## config.mk

```make
export PLATFORM = sky130hd
export DESIGN_NAME = csas_queue
export DESIGN_NICKNAME = d
export VERILOG_FILES = /design/src/sv/csas_pkg.sv /design/src/sv/csas_queue.sv
export SDC_FILE = /design/constraint.sdc
export NUM_CORES = 1
export LEC_CHECK = 0
export BUFFER_PORTS_ARGS = -buffer_cell sky130_fd_sc_hd__buf_2
export CAP_MARGIN = 20
export CORE_ASPECT_RATIO = 0.6
export CORE_MARGIN = 3
export CORE_UTILIZATION = 40
export DETAILED_ROUTE_END_ITERATION = 6
export GPL_ROUTABILITY_DRIVEN = 0
export PLACE_DENSITY_LB_ADDON = 0.15
export SLEW_MARGIN = 30
export SYNTH_ARGS = -nofsm -noshare
export SYNTH_HDL_FRONTEND = slang
export SYNTH_SLANG_ARGS = --single-unit
```

## constraint.sdc

```tcl
create_clock -name clk -period 2.7 [get_ports clk]
set_clock_uncertainty 0.1 [all_clocks]
set_input_delay 0.54 -clock clk [delete_from_list [all_inputs] [get_ports clk]]
set_output_delay 0.54 -clock clk [all_outputs]
set_load 0.05 [all_outputs]
```

## src/sv/csas_pkg.sv

```systemverilog
`timescale 1ns / 1ps
// Types and constants shared by the chunked sorted array search unit.
package csas_pkg;

  localparam int DEPTH = 1024;
  localparam int MAX_CHUNKS = 16;
  localparam int IDX_W = 10;
  localparam int VAL_W = 32;
  localparam int CNT_W = 11;
  localparam int WCNT_W = 5;
  localparam int CFG_IDX_W = 2;
  localparam int CFG_DATA_W = 16;
  localparam int QDEPTH = 2;

  localparam logic OP_STORE = 1'b0;
  localparam logic OP_SEARCH = 1'b1;

  localparam logic [CFG_IDX_W-1:0] REG_ELEMENT_COUNT = 2'd0;
  localparam logic [CFG_IDX_W-1:0] REG_WORKER_COUNT = 2'd1;

  typedef struct packed {
    logic operation;
    logic [IDX_W-1:0] element_index;
    logic signed [VAL_W-1:0] element_value;
    logic signed [VAL_W-1:0] target_value;
  } in_item_t;

  typedef struct packed {
    logic found;
    logic [IDX_W-1:0] found_index;
  } out_item_t;

  typedef struct packed {
    logic op;
    logic [IDX_W-1:0] element_index;
    logic signed [VAL_W-1:0] value;
    logic [CNT_W-1:0] size;
    logic [WCNT_W-1:0] extra;
    logic [WCNT_W-1:0] wcnt;
  } work_t;

endpackage

```

## src/sv/csas_queue.sv

```systemverilog
`timescale 1ns / 1ps
// Two-entry work queue between the front end and the search engine.
module csas_queue (
  input  logic clk,
  input  logic rst,
  input  logic push,
  input  csas_pkg::work_t push_data,
  output logic full,
  output logic q_valid,
  output csas_pkg::work_t q_data,
  input  logic pop
);
  import csas_pkg::*;

  localparam int PTR_W = $clog2(QDEPTH);

  work_t entries [QDEPTH];
  logic [PTR_W-1:0] wr_ptr;
  logic [PTR_W-1:0] rd_ptr;
  logic [PTR_W:0] count;

  logic do_push;
  logic do_pop;

  assign full = (count == (PTR_W+1)'(QDEPTH));
  assign q_valid = (count != '0);
  assign q_data = entries[rd_ptr];
  assign do_push = push && !full;
  assign do_pop = pop && q_valid;

  always_ff @(posedge clk) begin
    if (do_push) begin
      entries[wr_ptr] <= push_data;
    end
  end

  always_ff @(posedge clk) begin
    if (rst) begin
      wr_ptr <= '0;
      rd_ptr <= '0;
      count <= '0;
    end else begin
      if (do_push) begin
        wr_ptr <= wr_ptr + 1'b1;
      end
      if (do_pop) begin
        rd_ptr <= rd_ptr + 1'b1;
      end
      case ({do_push, do_pop})
        2'b10: count <= count + 1'b1;
        2'b01: count <= count - 1'b1;
        default: count <= count;
      endcase
    end
  end

endmodule

```

==> results.json, run 1 <==
{
  "outcome": "complete, no violations",
  "drv_slew": 0,
  "top_usage_layer": "met2",
  "hp-class": "in2reg",
  "mostFrequentLayoutCell": "buf_2",
  "syn_area_um2": 4826,
  "vdd.ir_drop.worst_uv": 530.8,
  "core_area_um2": 11520,
  "use_met3_pct": 5.636,
  "final_cell_mix": "133 x buf_2, 128 x edfxtp_1, 64 x mux2_2",
  "worst_path_max_delay_cell": "dfxtp_2",
  "grt_max_degree": 33,
  "drc": 0,
  "cts_htree_levels": 4,
  "worstPathArrival_ns": 1.80,
  "leakage_nw": 2.360,
  "timing.rr.end": "entries[0][23]",
  "syn_nets": 294,
  "required_ns": 2.06,
  "rows": 30,
  "pre_cts_ws_ns": 0.6236,
  "reg2reg_depth": 5,
  "die-area_um2": 13460,
  "area.growth.synth_to_final_pct": 30.28,
  "worst-path-max-fanout": 31,
  "synthSimpleGateAreaFrac_pct": 1.011,
  "first_pass_iters": 4,
  "wl_per_cell_um": 16.29,
  "worst_pin_slew_ns": 0.4581,
  "via_count": 2561,
  "slowest_delay_ns": 0.54,
  "synthAdderAreaFrac_pct": 0.2593,
  "boundaryPins": 134,
  "start_util_pct": 41.88,
  "cts_tree": "done",
  "dp.final_hpwl_um": 5751,
  "postLayoutCoreUtil_pct": 54.56,
  "ys_seq_area_share_pct": 81.72,
  "synth_top_family_by_area": "multiplexers",
  "hp-start": "push_data[56]",
  "syn_inst": 225,
  "cts_made_buffers": 17,
  "reg2reg_slack_ns": 0.76,
  "rsz0062_at_grt": "no",
  "hold_violations": 0,
  "synth_compound_area_share_pct": 0.5704,
  "grt_usage_pct": 13.85,
  "critical_path.endpoint": "q_data[55]",
  "final.setup.worst_slack_ns": 0.2587,
  "wl_um": 8959,
  "nets": 445,
  "clock-root-buffer": "clkbuf_16",
  "cap_viol_max_count": 0,
  "finalSetupTns_ns": 0,
  "end_kind": "primary output",
  "worst_setup_path_start_kind": "register",
  "gr-usage-met1_pct": 17.07,
  "cts_resized": 0,
  "post_cts_buffers": 0,
  "timing.rr.start": "count[0]",
  "path_cells": "buf_12 -> mux2_2 -> buf_2",
  "grt_overflow_total": 0,
  "synth_xor_area_share_pct": 0.5445,
  "fmax_ghz": 0.4096,
  "antenna_found_initial": 4,
  "clk_pin_slew_worst_paths_ns": 0.06,
  "io_buffers": 133,
  "period_minus_slack_ns": 2.441,
  "syn_avg_cell_area_um2": 21.45,
  "finalSetupViolCount": 0,
  "die_x_um": 147.8,
  "yosysWarnings": 0,
  "die-height_um": 91.08,
  "path_class": "reg2out",
  "synth.distinct_cells": 18,
  "synth_seq_cells": 133,
  "antenna_left": 0,
  "grt_first_pass_wirelength_um": 13910,
  "p_per_area_nw_per_um2": 1178,
  "synth_mux_area_share_pct": 14.93,
  "clkSinkCount": 133,
  "clkLatencyLatePin_ns": 0.40,
  "fin_crit_sh_pct": 90.42,
  "drive_above_1_share_pct": 60.41,
  "clock_path_buffers": 2,
  "grt_use_met2_pct": 21.04,
  "ctsHoldBuffers": 0,
  "drt_iter0_drc": 113,
  "relSlewSlack_pct": 69.46,
  "grt_pass1_vias": 2718,
  "viasPerCell": 4.656
}
sequential cells by signal (all words and copies together), names as in the netlist, named ones only:
name,cells
count,2
wr_ptr,1
rd_ptr,1
entries,128
area by class of cell:
class,count,area [um2]
fillers,943,5236
well taps,160,200.2
inverters,3,15.01
repair buffers,139,735.7
clock buffers,22,444.2
diodes,1,2.502
flip-flops and latches,133,3945
clock inverters,10,107.6
multi-input cells,82,837.1
logic make-up after synthesis:
kind of cell,Yosys count
flops,133
mux,64
buf+inv,10
simple gates,9
compound gates,5
xor+xnor,3
fa+ha+maj,1
per-layer routing:
layer	routed length, um	part of all wire (%)
met1	3880	43
met2	4095	46
met3	817	9.1
met4	131	1.5
met5	34	0.38
report_power, final:
| part | total (mW) | switching (mW) | internal (mW) |
|---|---|---|---|
| logic | 2.56 | 1.83 | 0.728 |
| registers | 2.71 | 0.103 | 2.61 |
| clock network | 2.14 | 0.787 | 1.35 |
cell usage after synthesis (all sizes together):
cell type | instances | area [um2]
nand2b | 1 | 8.760
o21ai | 2 | 10.01
edfxtp | 128 | 3844
nand2 | 1 | 3.750
nor2 | 3 | 11.26
or3 | 2 | 12.51
xor2 | 1 | 8.760
o21a | 1 | 7.510
ha | 1 | 12.51
dfxtp | 5 | 100.1
or2 | 1 | 6.260
a21oi | 2 | 10.01
xnor2 | 2 | 17.52
mux2 | 64 | 720.7
inv | 3 | 11.26
and3 | 1 | 6.260
buf | 7 | 35.03
critical path, delay by kind of cell, from the launching register on:
kind                   cells  cell delay, ns
flip-flops                 1            0.54
buffers and inverters      2            0.47
multiplexers               1            0.38
through the flow:
stage / instances / power [mW] / hold slack [ns] / area (um2)
final: 550 / 7.405 / 0.2210 / 6287
after global routing: 550 / 7.718 / 0.1998 / 6287
after CTS: 549 / 7.498 / 0.1995 / 6285
after detailed placement: 517 / 5.340 / 0.4050 / 5733
after global placement: 517 / 5.319 / 0.3676 / 5733
after floorplan: 225 / 4.744 / 0.3518 / 4830
how the worst min path moves through the flow:
stage / endpoint / slack (ns) / cells after the start
after floorplan: wr_ptr / 0.35 / 2
after global placement: wr_ptr / 0.37 / 2
after detailed placement: rd_ptr / 0.40 / 2
after CTS: entries[1][30] / 0.20 / 1
after global routing: entries[1][58] / 0.20 / 1
final: entries[1][56] / 0.22 / 1
Power figures use the tool's default switching activity.
==> run 2, diff against run 1 <==
--- a/config.mk
+++ b/config.mk
@@ -13,6 +13,7 @@
 export DETAILED_ROUTE_END_ITERATION = 6
 export GPL_ROUTABILITY_DRIVEN = 0
 export PLACE_DENSITY_LB_ADDON = 0.15
+export RECOVER_POWER = 50
 export SLEW_MARGIN = 30
 export SYNTH_ARGS = -nofsm -noshare
 export SYNTH_HDL_FRONTEND = slang
==> run 2 against run 1 <==
  * Critical path depth unchanged
  * Via count up 0.23%
  * Sequential cell count unchanged
  * Critical path type unchanged
  * Sequential share of layout area up 0.44 points
  * Cell count fell by 0.18%
  * Power barely moved
  * Wire length down 0.19%
  * Global-route usage is the same
  * Setup slack worse by 0.0029 ns
  * Die area did not move
==> results.json, run 2 (synthesis gave the netlist of run 1 again) <==
{
  "outcome": "complete, no violations",
  "leakage_nw": 2.281,
  "end_kind": "primary output",
  "wl_per_cell_um": 16.29,
  "worst-path-max-fanout": 31,
  "dp.final_hpwl_um": 5751,
  "wl_um": 8942,
  "diodes": 0,
  "area.growth.synth_to_final_pct": 29.38,
  "relSlewSlack_pct": 41.24,
  "grt_overflow_total": 0,
  "drv_slew": 0,
  "vdd.ir_drop.worst_uv": 537.7,
  "required_ns": 2.06,
  "cts_tree": "done",
  "worstPathArrival_ns": 1.80,
  "postLayoutCoreUtil_pct": 54.18,
  "rsz0062_at_grt": "no",
  "die-height_um": 91.08,
  "clk_pin_slew_worst_paths_ns": 0.05,
  "timing.rr.end": "entries[0][42]",
  "drc": 0,
  "fmax_ghz": 0.4091,
  "finalSetupViolCount": 0,
  "viasPerCell": 4.676,
  "fin_crit_sh_pct": 90.53,
  "rows": 30,
  "min_to": "entries[1][56]",
  "first_pass_iters": 4,
  "die-area_um2": 13460,
  "reg2reg_slack_ns": 0.75,
  "drt_iter0_drc": 107,
  "clkLatencyLatePin_ns": 0.40,
  "p_switching_mw": 2.718,
  "core_area_um2": 11520,
  "start_util_pct": 41.88,
  "hold_violations": 0,
  "boundaryPins": 134,
  "mostFrequentLayoutCell": "edfxtp_1",
  "path_class": "reg2out",
  "grt_max_degree": 33,
  "switching_share_pct": 36.74,
  "largest_register_ffs": 128,
  "cts_htree_levels": 4,
  "p_per_area_nw_per_um2": 1185,
  "die_x_um": 147.8,
  "grt_first_pass_wirelength_um": 13910,
  "grt_usage_pct": 13.85,
  "hp-class": "in2reg",
  "cts_made_buffers": 17,
  "timing.rr.start": "count[0]",
  "io_buffers": 133,
  "dp_cells": 517,
  "antenna_left": 0,
  "power_frac_comb_pct": 34.4,
  "clock_path_buffers": 2,
  "cts_resized": 0,
  "hp-start": "push_data[56]",
  "reg.largest.list": "entries (128), count (2)",
  "cap_viol_max_count": 0,
  "post_cts_buffers": 0,
  "regMostFlops": "entries",
  "nets": 445,
  "final_cell_mix": "128 x edfxtp_1, 104 x buf_2, 64 x mux2_2",
  "drive_above_1_share_pct": 52.70,
  "antenna_found_initial": 3,
  "clkSinkCount": 133,
  "via_count": 2567,
  "pwr-share-clk_pct": 28.9,
  "finalSetupTns_ns": 0,
  "grt_pass1_vias": 2718,
  "fin_cells": 549,
  "clock-root-buffer": "clkbuf_16",
  "whs_path_depth": 1,
  "p_int_mw": 4.680,
  "worst_setup_path_start_kind": "register",
  "reg2reg_depth": 5,
  "ctsHoldBuffers": 0,
  "worst_pin_slew_ns": 0.8814,
  "period_minus_slack_ns": 2.444,
  "seqPwrFrac_pct": 36.7
}
## run 2: critical path: stages, from the launching register on
cell and delay (ns):
dfxtp_2 0.54, buf_12 0.25, mux2_2 0.38, buf_2 0.22
## run 2: worst max-delay path by stage
stage,startpoint,to,slack [ns],depth (start not counted)
floorplan,count[0],entries[1][0],0.07,2
global placement,push,entries[0][2],0.66,5
detailed placement,push,entries[0][40],0.62,5
CTS,register,q_data[26],0.22,3
global route,register,q_data[26],0.17,3
finish,register,q_data[26],0.26,3
## run 2: cell type report
type                    instances  area [um2]
clock buffers                  22       444.2
clock inverters                10       107.6
fillers                       960        5280
inverters                       3       15.01
multi-input cells              82       837.1
flip-flops and latches        133        3945
well taps                     160       200.2
repair buffers                139       694.4
## run 2: layer usage
layer	global-route usage, %	wire [um]	up-vias
li1	-	-	1193
met1	17.07	3876	1245
met2	21.04	4083	107
met3	5.636	832	16
met4	7.209	114	6
met5	0	34	-
## run 2: metrics by stage
step | area, um2 | setup WS [ns] | hold WS (ns) | power (mW)
floorplan | 4830 | 0.07422 | 0.3518 | 4.744
global placement | 5733 | 0.6625 | 0.3676 | 5.319
detailed placement | 5733 | 0.6236 | 0.4050 | 5.340
CTS | 6285 | 0.2158 | 0.1995 | 7.498
global route | 6243 | 0.1690 | 0.1998 | 7.711
finish | 6243 | 0.2558 | 0.2208 | 7.397
## run 2: power by group through the flow
stage | registers, mW | clock network (mW) | logic (mW)
after global routing | 2.75 | 2.28 | 2.68
after global placement | 2.75 | 0 | 2.57
final | 2.72 | 2.14 | 2.55
after CTS | 2.72 | 2.19 | 2.59
after floorplan | 2.71 | 0 | 2.03
after detailed placement | 2.76 | 0 | 2.58
