### config.mk
export PLATFORM = sky130hd
export DESIGN_NAME = csas_front
export DESIGN_NICKNAME = d
export VERILOG_FILES = /design/src/sv/csas_pkg.sv /design/src/sv/csas_front.sv
export SDC_FILE = /design/constraint.sdc
export NUM_CORES = 1
export LEC_CHECK = 0
export BUFFER_PORTS_ARGS = -buffer_cell sky130_fd_sc_hd__buf_2
export CORE_MARGIN = 2
export CORE_UTILIZATION = 30
export CTS_CLUSTER_DIAMETER = 80
export DETAILED_ROUTE_END_ITERATION = 12
export MAX_ROUTING_LAYER = met4
export PLACE_DENSITY = 0.63
export SLEW_MARGIN = 10
export SYNTH_ARGS = -nofsm -noshare
export SYNTH_HDL_FRONTEND = slang
export SYNTH_SLANG_ARGS = --single-unit
### constraint.sdc
create_clock -name clk -period 3.4 [get_ports clk]
set_input_delay 0.34 -clock clk [delete_from_list [all_inputs] [get_ports clk]]
set_output_delay 0.34 -clock clk [all_outputs]
set_load 0.01 [all_outputs]
### src/sv/csas_pkg.sv
`timescale 1ns / 1ps
// Types and constants shared by the chunked sorted array search unit.
package csas_pkg;

  localparam int DEPTH = 1024;
  localparam int MAX_CHUNKS = 16;
  localparam int IDX_W = 10;
  localparam int VAL_W = 32;
  localparam int CNT_W = 11;
  localparam int WCNT_W = 5;
  localparam int CFG_IDX_W = 2;
  localparam int CFG_DATA_W = 16;
  localparam int QDEPTH = 2;

  localparam logic OP_STORE = 1'b0;
  localparam logic OP_SEARCH = 1'b1;

  localparam logic [CFG_IDX_W-1:0] REG_ELEMENT_COUNT = 2'd0;
  localparam logic [CFG_IDX_W-1:0] REG_WORKER_COUNT = 2'd1;

  typedef struct packed {
    logic operation;
    logic [IDX_W-1:0] element_index;
    logic signed [VAL_W-1:0] element_value;
    logic signed [VAL_W-1:0] target_value;
  } in_item_t;

  typedef struct packed {
    logic found;
    logic [IDX_W-1:0] found_index;
  } out_item_t;

  typedef struct packed {
    logic op;
    logic [IDX_W-1:0] element_index;
    logic signed [VAL_W-1:0] value;
    logic [CNT_W-1:0] size;
    logic [WCNT_W-1:0] extra;
    logic [WCNT_W-1:0] wcnt;
  } work_t;

endpackage

### src/sv/csas_front.sv
`timescale 1ns / 1ps
// Front end: accepts items, clamps the configuration and divides the range into chunks.
module csas_front (
  input  logic clk,
  input  logic rst,
  input  logic start,
  output logic busy,
  input  csas_pkg::in_item_t item,
  input  logic [csas_pkg::CNT_W-1:0] element_count,
  input  logic [csas_pkg::WCNT_W-1:0] worker_count,
  input  logic q_full,
  output logic push,
  output csas_pkg::work_t push_data
);
  import csas_pkg::*;

  localparam logic F_IDLE = 1'b0;
  localparam logic F_DIV = 1'b1;
  localparam int STEP_W = $clog2(CNT_W);

  logic state;
  logic [STEP_W-1:0] step;
  logic [CNT_W-1:0] quot;
  logic [WCNT_W-1:0] rem;
  logic [WCNT_W-1:0] wreg;
  logic signed [VAL_W-1:0] target;

  logic accept;
  logic last_step;
  logic [CNT_W-1:0] n_sat;
  logic [WCNT_W-1:0] w_sat;
  logic [WCNT_W:0] trial;
  logic [WCNT_W:0] diff;
  logic ge;
  logic [WCNT_W-1:0] rem_next;
  logic [CNT_W-1:0] quot_next;

  assign busy = (state == F_DIV) || q_full;
  assign accept = start && !busy;
  assign last_step = (state == F_DIV) && (step == STEP_W'(CNT_W - 1));

  assign n_sat = (32'(element_count) > DEPTH) ? CNT_W'(DEPTH) : element_count;

  always_comb begin
    if (worker_count == '0) begin
      w_sat = WCNT_W'(1);
    end else if (32'(worker_count) > MAX_CHUNKS) begin
      w_sat = WCNT_W'(MAX_CHUNKS);
    end else begin
      w_sat = worker_count;
    end
  end

  // restoring divide, one quotient bit per cycle
  assign trial = {rem, quot[CNT_W-1]};
  assign ge = trial >= {1'b0, wreg};
  assign diff = trial - {1'b0, wreg};
  assign rem_next = ge ? diff[WCNT_W-1:0] : trial[WCNT_W-1:0];
  assign quot_next = {quot[CNT_W-2:0], ge};

  assign push = (accept && item.operation == OP_STORE) || last_step;

  always_comb begin
    push_data.op = OP_STORE;
    push_data.element_index = item.element_index;
    push_data.value = item.element_value;
    push_data.size = '0;
    push_data.extra = '0;
    push_data.wcnt = '0;
    if (state == F_DIV) begin
      push_data.op = OP_SEARCH;
      push_data.element_index = '0;
      push_data.value = target;
      push_data.size = quot_next;
      push_data.extra = rem_next;
      push_data.wcnt = wreg;
    end
  end

  always_ff @(posedge clk) begin
    if (rst) begin
      state <= F_IDLE;
      step <= '0;
    end else begin
      case (state)
        F_IDLE: begin
          if (accept && item.operation == OP_SEARCH) begin
            state <= F_DIV;
            step <= '0;
            quot <= n_sat;
            rem <= '0;
            wreg <= w_sat;
            target <= item.target_value;
          end
        end
        F_DIV: begin
          quot <= quot_next;
          rem <= rem_next;
          step <= step + 1'b1;
          if (last_step) begin
            state <= F_IDLE;
          end
        end
        default: begin
          state <= F_IDLE;
        end
      endcase
    end
  end

endmodule

==> metrics.md, run 1 <==
| Metric | Value |
|---|---|
| Status | complete, no violations |
| Number of enable flip-flop cells after synthesis | 53 |
| Compound-gate portion of the synthesized area | 9.83% |
| Async SR Flop Fraction | 0% |
| Crit path DAT | 2.43 ns |
| Net Sw Frac | 23.5% |
| Mux cell area share after synthesis | 12.2% |
| Xor/xnor cell area share of the yosys netlist | 0.295% |
| Achievable Freq | 361 MHz |
| Die Y | 103 µm |
| Measured slew at the worst slew-check pin | 0.555 ns |
| Pre-CTS setup slack | 1.00 ns |
| Die area | 0.0107 mm² |
| Setup tns final | 0 ns |
| Multi-input logic area | 0.00119 mm² |
| Total grt overflow | 0 |
| Setup bufs post-CTS | 0 |
| Mapped cell area | 0.00297 mm² |
| Critical Path Slowest Stage Cell | edfxtp_1 |
| Synth Area in Adders | 4.47% |
| Comb pwr share | 13.8% |
| Num Clock Sinks | 58 |
| Drt first-iter violations | 45 |
| Nets | 501 |
| Vias post-DR | 2429 |
| IO Port Bufs | 160 |
| Avg WL per Cell | 13.1 µm |
| First-pass GRT wire length | 10.4 mm |
| Ys Warns | 0 |
| Fillers | 941 |
| CTS Hold Buffers Added | 0 |
| Final core utilization | 42.6% |
| Synth area leader | edfxtp_1 |
| Synth Flop Type | edfxtp_1 |
| Setup slack after layout | 0.628 ns |
| RSZ-0062 raised after global routing | false |
| Hold Crit Class | input port to flop |
| CP Capture Type | primary output |
| Reg clk slew, reported paths | 0.07 ns |
| Simple-gate share of the synthesized area | 13.0% |
| Max clock buf depth | 2 |
| Reg power frac | 46.5% |
| Vias in the first global route | 2309 |
| Pwr/cell area | 423 mW/mm² |
| Max-slew headroom | 63.0% |
| Clock power frac | 39.7% |
| Share of the synthesized area in the top cell type | 53.7% |
| Largest family of logic cells by synthesized area | simple AND/OR/NAND/NOR gates |
| Post-Route WL | 7.00 mm |
| Seq/Total Area, Yosys | 57.0% |
| Switch Pwr | 0.410 mW |
| Crit Path Max Fanout | 3 |
| Top Family by Delay on Critical Path | compound AO/OA/AOI/OAI gates |
| Dpl cell area | 0.00391 mm² |
| Fin. Hold Viols | 0 |
| Synth cell types | 40 |
| Synth top area cells | edfxtp_1 (54%), mux2_2 (12%), ha_1 (3.8%) |
| Mean Syn Cell Area | 12.8 µm² |
| Layout cells sized above 1 | 55.1% |
| Total track usage | 13.1% |
| Internal Pwr Total | 1.33 mW |
| Initial antenna violation count | 1 |
| Final setup viols | 0 |
| Htree depth | 3 |
| Total CTS buffers | 9 |
| Crit start category | flop |
| Core Area | 0.00968 mm² |
| Residual DRC | 0 |
| Crit-path max cell delay | 0.44 ns |
| Cell mode on critical path | inv_1 |
| Io pins | 161 |
| First-pass detailed-route iteration total | 4 |
| Starting Density | 30.6% |
| Vias/cell | 4.54 |
| Max Slew Vio Count | 0 |
| Max VDD drop | 0.237 mV |
| CP Cell Sequence | inv_1, ha_1, inv_1, fa_1, a21oi_2, inv_1, a2111oi_2, nor3_1, buf_2 |
| GP Congestion | 0.761 |
| Sequential cell area | 0.00169 mm² |
| CTS root buf | clkbuf_8 |
| Design area | 0.00412 mm² |
| Kind of critical path | flop to primary output |
| Cell count after synthesis | 232 |
| Worst EP required | 3.06 ns |
| CTS resizes | 0 |
| Period utilization | 81.5% |
| Skew final | 0.00793 ns |
| CTS tree | yes |
| Max_cap viols | 0 |
| Largest net degree at the start of global routing | 43 |
| Die width | 103 µm |
| Min Tclk post-route | 2.77 ns |
| Post-route ant nets | 0 |
| Leak | 1.85 nW |
| P&R area growth vs syn | 39.0% |
| CP bufs+invs | 4 |
| #FFs+latches synth | 58 |
| Row cnt | 36 |
| HPWL after DPL | 5.33 mm |
| Syn nets | 337 |
| Overall Power | 1.74 mW |
| Clock latency on the worst-skew pair | 0.33 ns |
-- area by class of cell --
cell class	count	area share, %
sequential	58	41.1
clock inverter	6	1.97
inverter	11	1.00
tap	133	4.04
clock buffer	10	3.10
antenna	1	0.0607
multi-input combinational	153	28.8
timing repair buffer	163	20.0
-- cell usage after synthesis, types with 2 or more instances --
library cell   n
edfxtp_1      53
mux2_2        32
nor2_1        16
and2_1        14
a21o_1        11
inv_1         11
nor2b_1       10
a21oi_1        9
ha_1           9
nor3_1         8
buf_2          7
dfxtp_1        5
o21ai_0        5
nand2_1        4
nand3_1        4
o21a_1         3
a31o_1         2
and2b_1        2
buf_4          2
nor2_2         2
nor4_1         2
o21ai_2        2
o31ai_1        2
-- power groups by stage --
stage / Clock [mW] / Combinational (mW) / Sequential [mW]
after floorplan: 0 / 0.135 / 0.818
after global placement: 0 / 0.240 / 0.824
after detailed placement: 0 / 0.244 / 0.825
after CTS: 0.714 / 0.245 / 0.810
after global routing: 0.736 / 0.269 / 0.811
final: 0.692 / 0.241 / 0.809
-- worst paths after layout --
check / from / endpoint / slack (ns) / cells past startpoint
worst max-delay path: quot[10] / push_data[9] / 0.63 / 9
worst min-delay path: item[10] / target[10] / 0.18 / 1
worst max register to register: quot[10] / rem[4] / 1.21 / 8
worst min register to register: step[3] / step[3] / 0.50 / 1
-- per-stage QoR --
stage | std cells | hold slack, ns
floorplan | 232 | 0.412
CTS | 534 | 0.161
global placement | 518 | 0.453
detailed placement | 518 | 0.471
finish | 535 | 0.181
global route | 535 | 0.153
-- sequential cells by signal (all words and copies together) (netlist names) --
| name | cells |
|---|---|
| target | 32 |
| quot | 11 |
| rem | 5 |
| wreg | 5 |
| step | 4 |
| state | 1 |
-- cell usage in the layout (no fill, tap or decap), drive strengths merged --
master	n
buf	163
edfxtp	53
mux2	32
nor2	18
and2	14
inv	11
a21o	11
a21oi	10
nor2b	10
clkbuf	10
ha	9
nor3	8
o21ai	8
nand2	5
dfxtp	5
nand3	4
o21a	3
clkinv	3
nor4	2
and2b	2
o31ai	2
a31o	2
bufinv	2
a211oi	2
diode	1
or4	1
a2111oi	1
nand4	1
xor2	1
or2	1
nand3b	1
or4b	1
and4bb	1
o22a	1
a41oi	1
fa	1
clkinvlp	1
-- layer usage --
metal	global-route usage, %	part of all wire, %
met2	21.2	48
met3	4.44	8.8
met5	-	0
met4	4.76	1.1
met1	15.1	42
-- cells by family (layout without fill, tap and decap cells) --
family	after synthesis	count (layout)
adder cells (fa/ha/maj)	10	10
buffers and inverters	21	190
AO/OA/AOI/OAI	41	41
multiplexers	32	32
flip-flops	58	58
XOR/XNOR	1	1
other	0	1
AND/OR/NAND/NOR	69	69
(Power assumes the default switching activity.)
==> inputs of run 2 (changes only) <==
==> constraint.sdc (replaced) <==
create_clock -name clk -period 2.7 [get_ports clk]
set_input_delay 0.27 -clock clk [delete_from_list [all_inputs] [get_ports clk]]
set_output_delay 0.27 -clock clk [all_outputs]
set_load 0.01 [all_outputs]
==> metrics.md, run 2 (same netlist as run 1, synthesis figures left out) <==
| Metric | Value |
|---|---|
| Status | complete, no violations |
| Final core utilization | 42.9% |
| Min Tclk post-route | 2.57 ns |
| Total CTS buffers | 9 |
| Max VDD drop | 0.253 mV |
| Pwr/cell area | 523 mW/mm² |
| Fin. Hold Viols | 0 |
| Final setup viols | 0 |
| Dpl cell area | 0.00393 mm² |
| Leak | 1.86 nW |
| Htree depth | 3 |
| Min-delay src | item[8] |
| Row cnt | 36 |
| Worst EP required | 2.43 ns |
| Io pins | 161 |
| Vias post-DR | 2390 |
| Residual DRC | 0 |
| Sequential cell area | 0.00169 mm² |
| Vias/cell | 4.46 |
| Worst R2R Start | quot[10] |
| CTS resizes | 0 |
| GP Congestion | 0.850 |
| Die Y | 103 µm |
| Setup bufs post-CTS | 0 |
| Setup slack after layout | 0.133 ns |
| Fillers | 932 |
| Layout cells sized above 1 | 55.5% |
| Max-slew headroom | 69.1% |
| First-pass detailed-route iteration total | 4 |
| R2R depth | 8 |
| CTS root buf | clkbuf_8 |
| Starting Density | 30.6% |
| Achievable Freq | 390 MHz |
| Hold path cells | 1 |
| Max clock buf depth | 2 |
| Crit path DAT | 2.30 ns |
| Biggest register | target |
| Core Area | 0.00968 mm² |
| HPWL after DPL | 5.33 mm |
| Crit start category | flop |
| Drt first-iter violations | 43 |
| Vias in the first global route | 2220 |
| Period utilization | 95.1% |
| Reg clk slew, reported paths | 0.07 ns |
| Nets | 502 |
| Commonest non-fill, non-tap cell in the layout | buf_2 |
| Hold slack | 0.114 ns |
| Most frequent cells in the layout | buf_2 (160), edfxtp_1 (53), mux2_2 (32) |
| Max_cap viols | 0 |
| Num Clock Sinks | 58 |
| CTS tree | yes |
| Design area | 0.00416 mm² |
| Multi-input logic area | 0.00120 mm² |
| Die area | 0.0107 mm² |
| Max Slew Vio Count | 0 |
| Clock latency on the worst-skew pair | 0.33 ns |
| First-pass GRT wire length | 10.3 mm |
| Top flop regs | target (32), quot (11) |
| Crit Path Max Fanout | 3 |
| Total track usage | 13.0% |
| IO Port Bufs | 160 |
| Hold Crit Class | input port to flop |
| Post-Route WL | 6.78 mm |
| Total grt overflow | 0 |
| Avg WL per Cell | 12.7 µm |
| Overall Power | 2.17 mW |
| Initial antenna violation count | 1 |
| Critical Path Source | quot[10] |
| Die width | 103 µm |
| Pre-CTS setup slack | 0.413 ns |
| CTS Hold Buffers Added | 0 |
| Measured slew at the worst slew-check pin | 0.464 ns |
| CP Capture Type | primary output |
| Max FFs per register | 32 |
| Kind of critical path | flop to primary output |
| Post-route ant nets | 0 |
| Skew final | 0.00564 ns |
| Largest net degree at the start of global routing | 31 |
| P&R area growth vs syn | 40.2% |
[run 2: cell type report]
cell class              count  area share (%)
multi-input cells         153            28.9
diodes                      1          0.0602
inverters                  11           0.993
clock buffers              10            3.07
well taps                 133            4.00
flip-flops and latches     58            40.7
repair buffers            164            20.3
clock inverters             6            1.96
[run 2: through the flow]
| step | instances | TNS [ns] |
|---|---|---|
| after floorplan | 232 | 0 |
| after global placement | 519 | 0 |
| after detailed placement | 519 | 0 |
| after CTS | 535 | 0 |
| after global routing | 536 | -0.0134 |
| final | 536 | 0 |
[run 2: worst max-delay path, stage by stage, from the launching register on]
cell	delay (ns)
edfxtp_1	0.41
inv_1	0.08
ha_1	0.16
inv_1	0.06
fa_2	0.35
a21oi_2	0.20
inv_1	0.10
a2111oi_4	0.37
nor3_1	0.08
buf_2	0.15
[run 2: final timing paths]
kind              slack [ns]      endpoint
setup / recovery        0.13  push_data[9]
hold / removal          0.11     target[8]
setup reg to reg        0.60        rem[4]
hold reg to reg         0.50       step[3]
[run 2: layer usage]
metal	GRT usage, %	routed length [µm]	up-vias
met5	-	0	-
met4	4.96	92	0
met3	4.30	581	8
met2	21.2	3380	109
met1	14.8	2730	1088
li1	-	-	1185
[run 2: where the power goes]
group          internal, mW  switching, mW  total (mW)  leakage [nW]
Clock                 0.513          0.335       0.848         0.104
Combinational         0.161          0.147       0.308          1.23
Sequential             1.01         0.0111        1.02         0.527
Total                  1.68          0.493        2.17          1.86
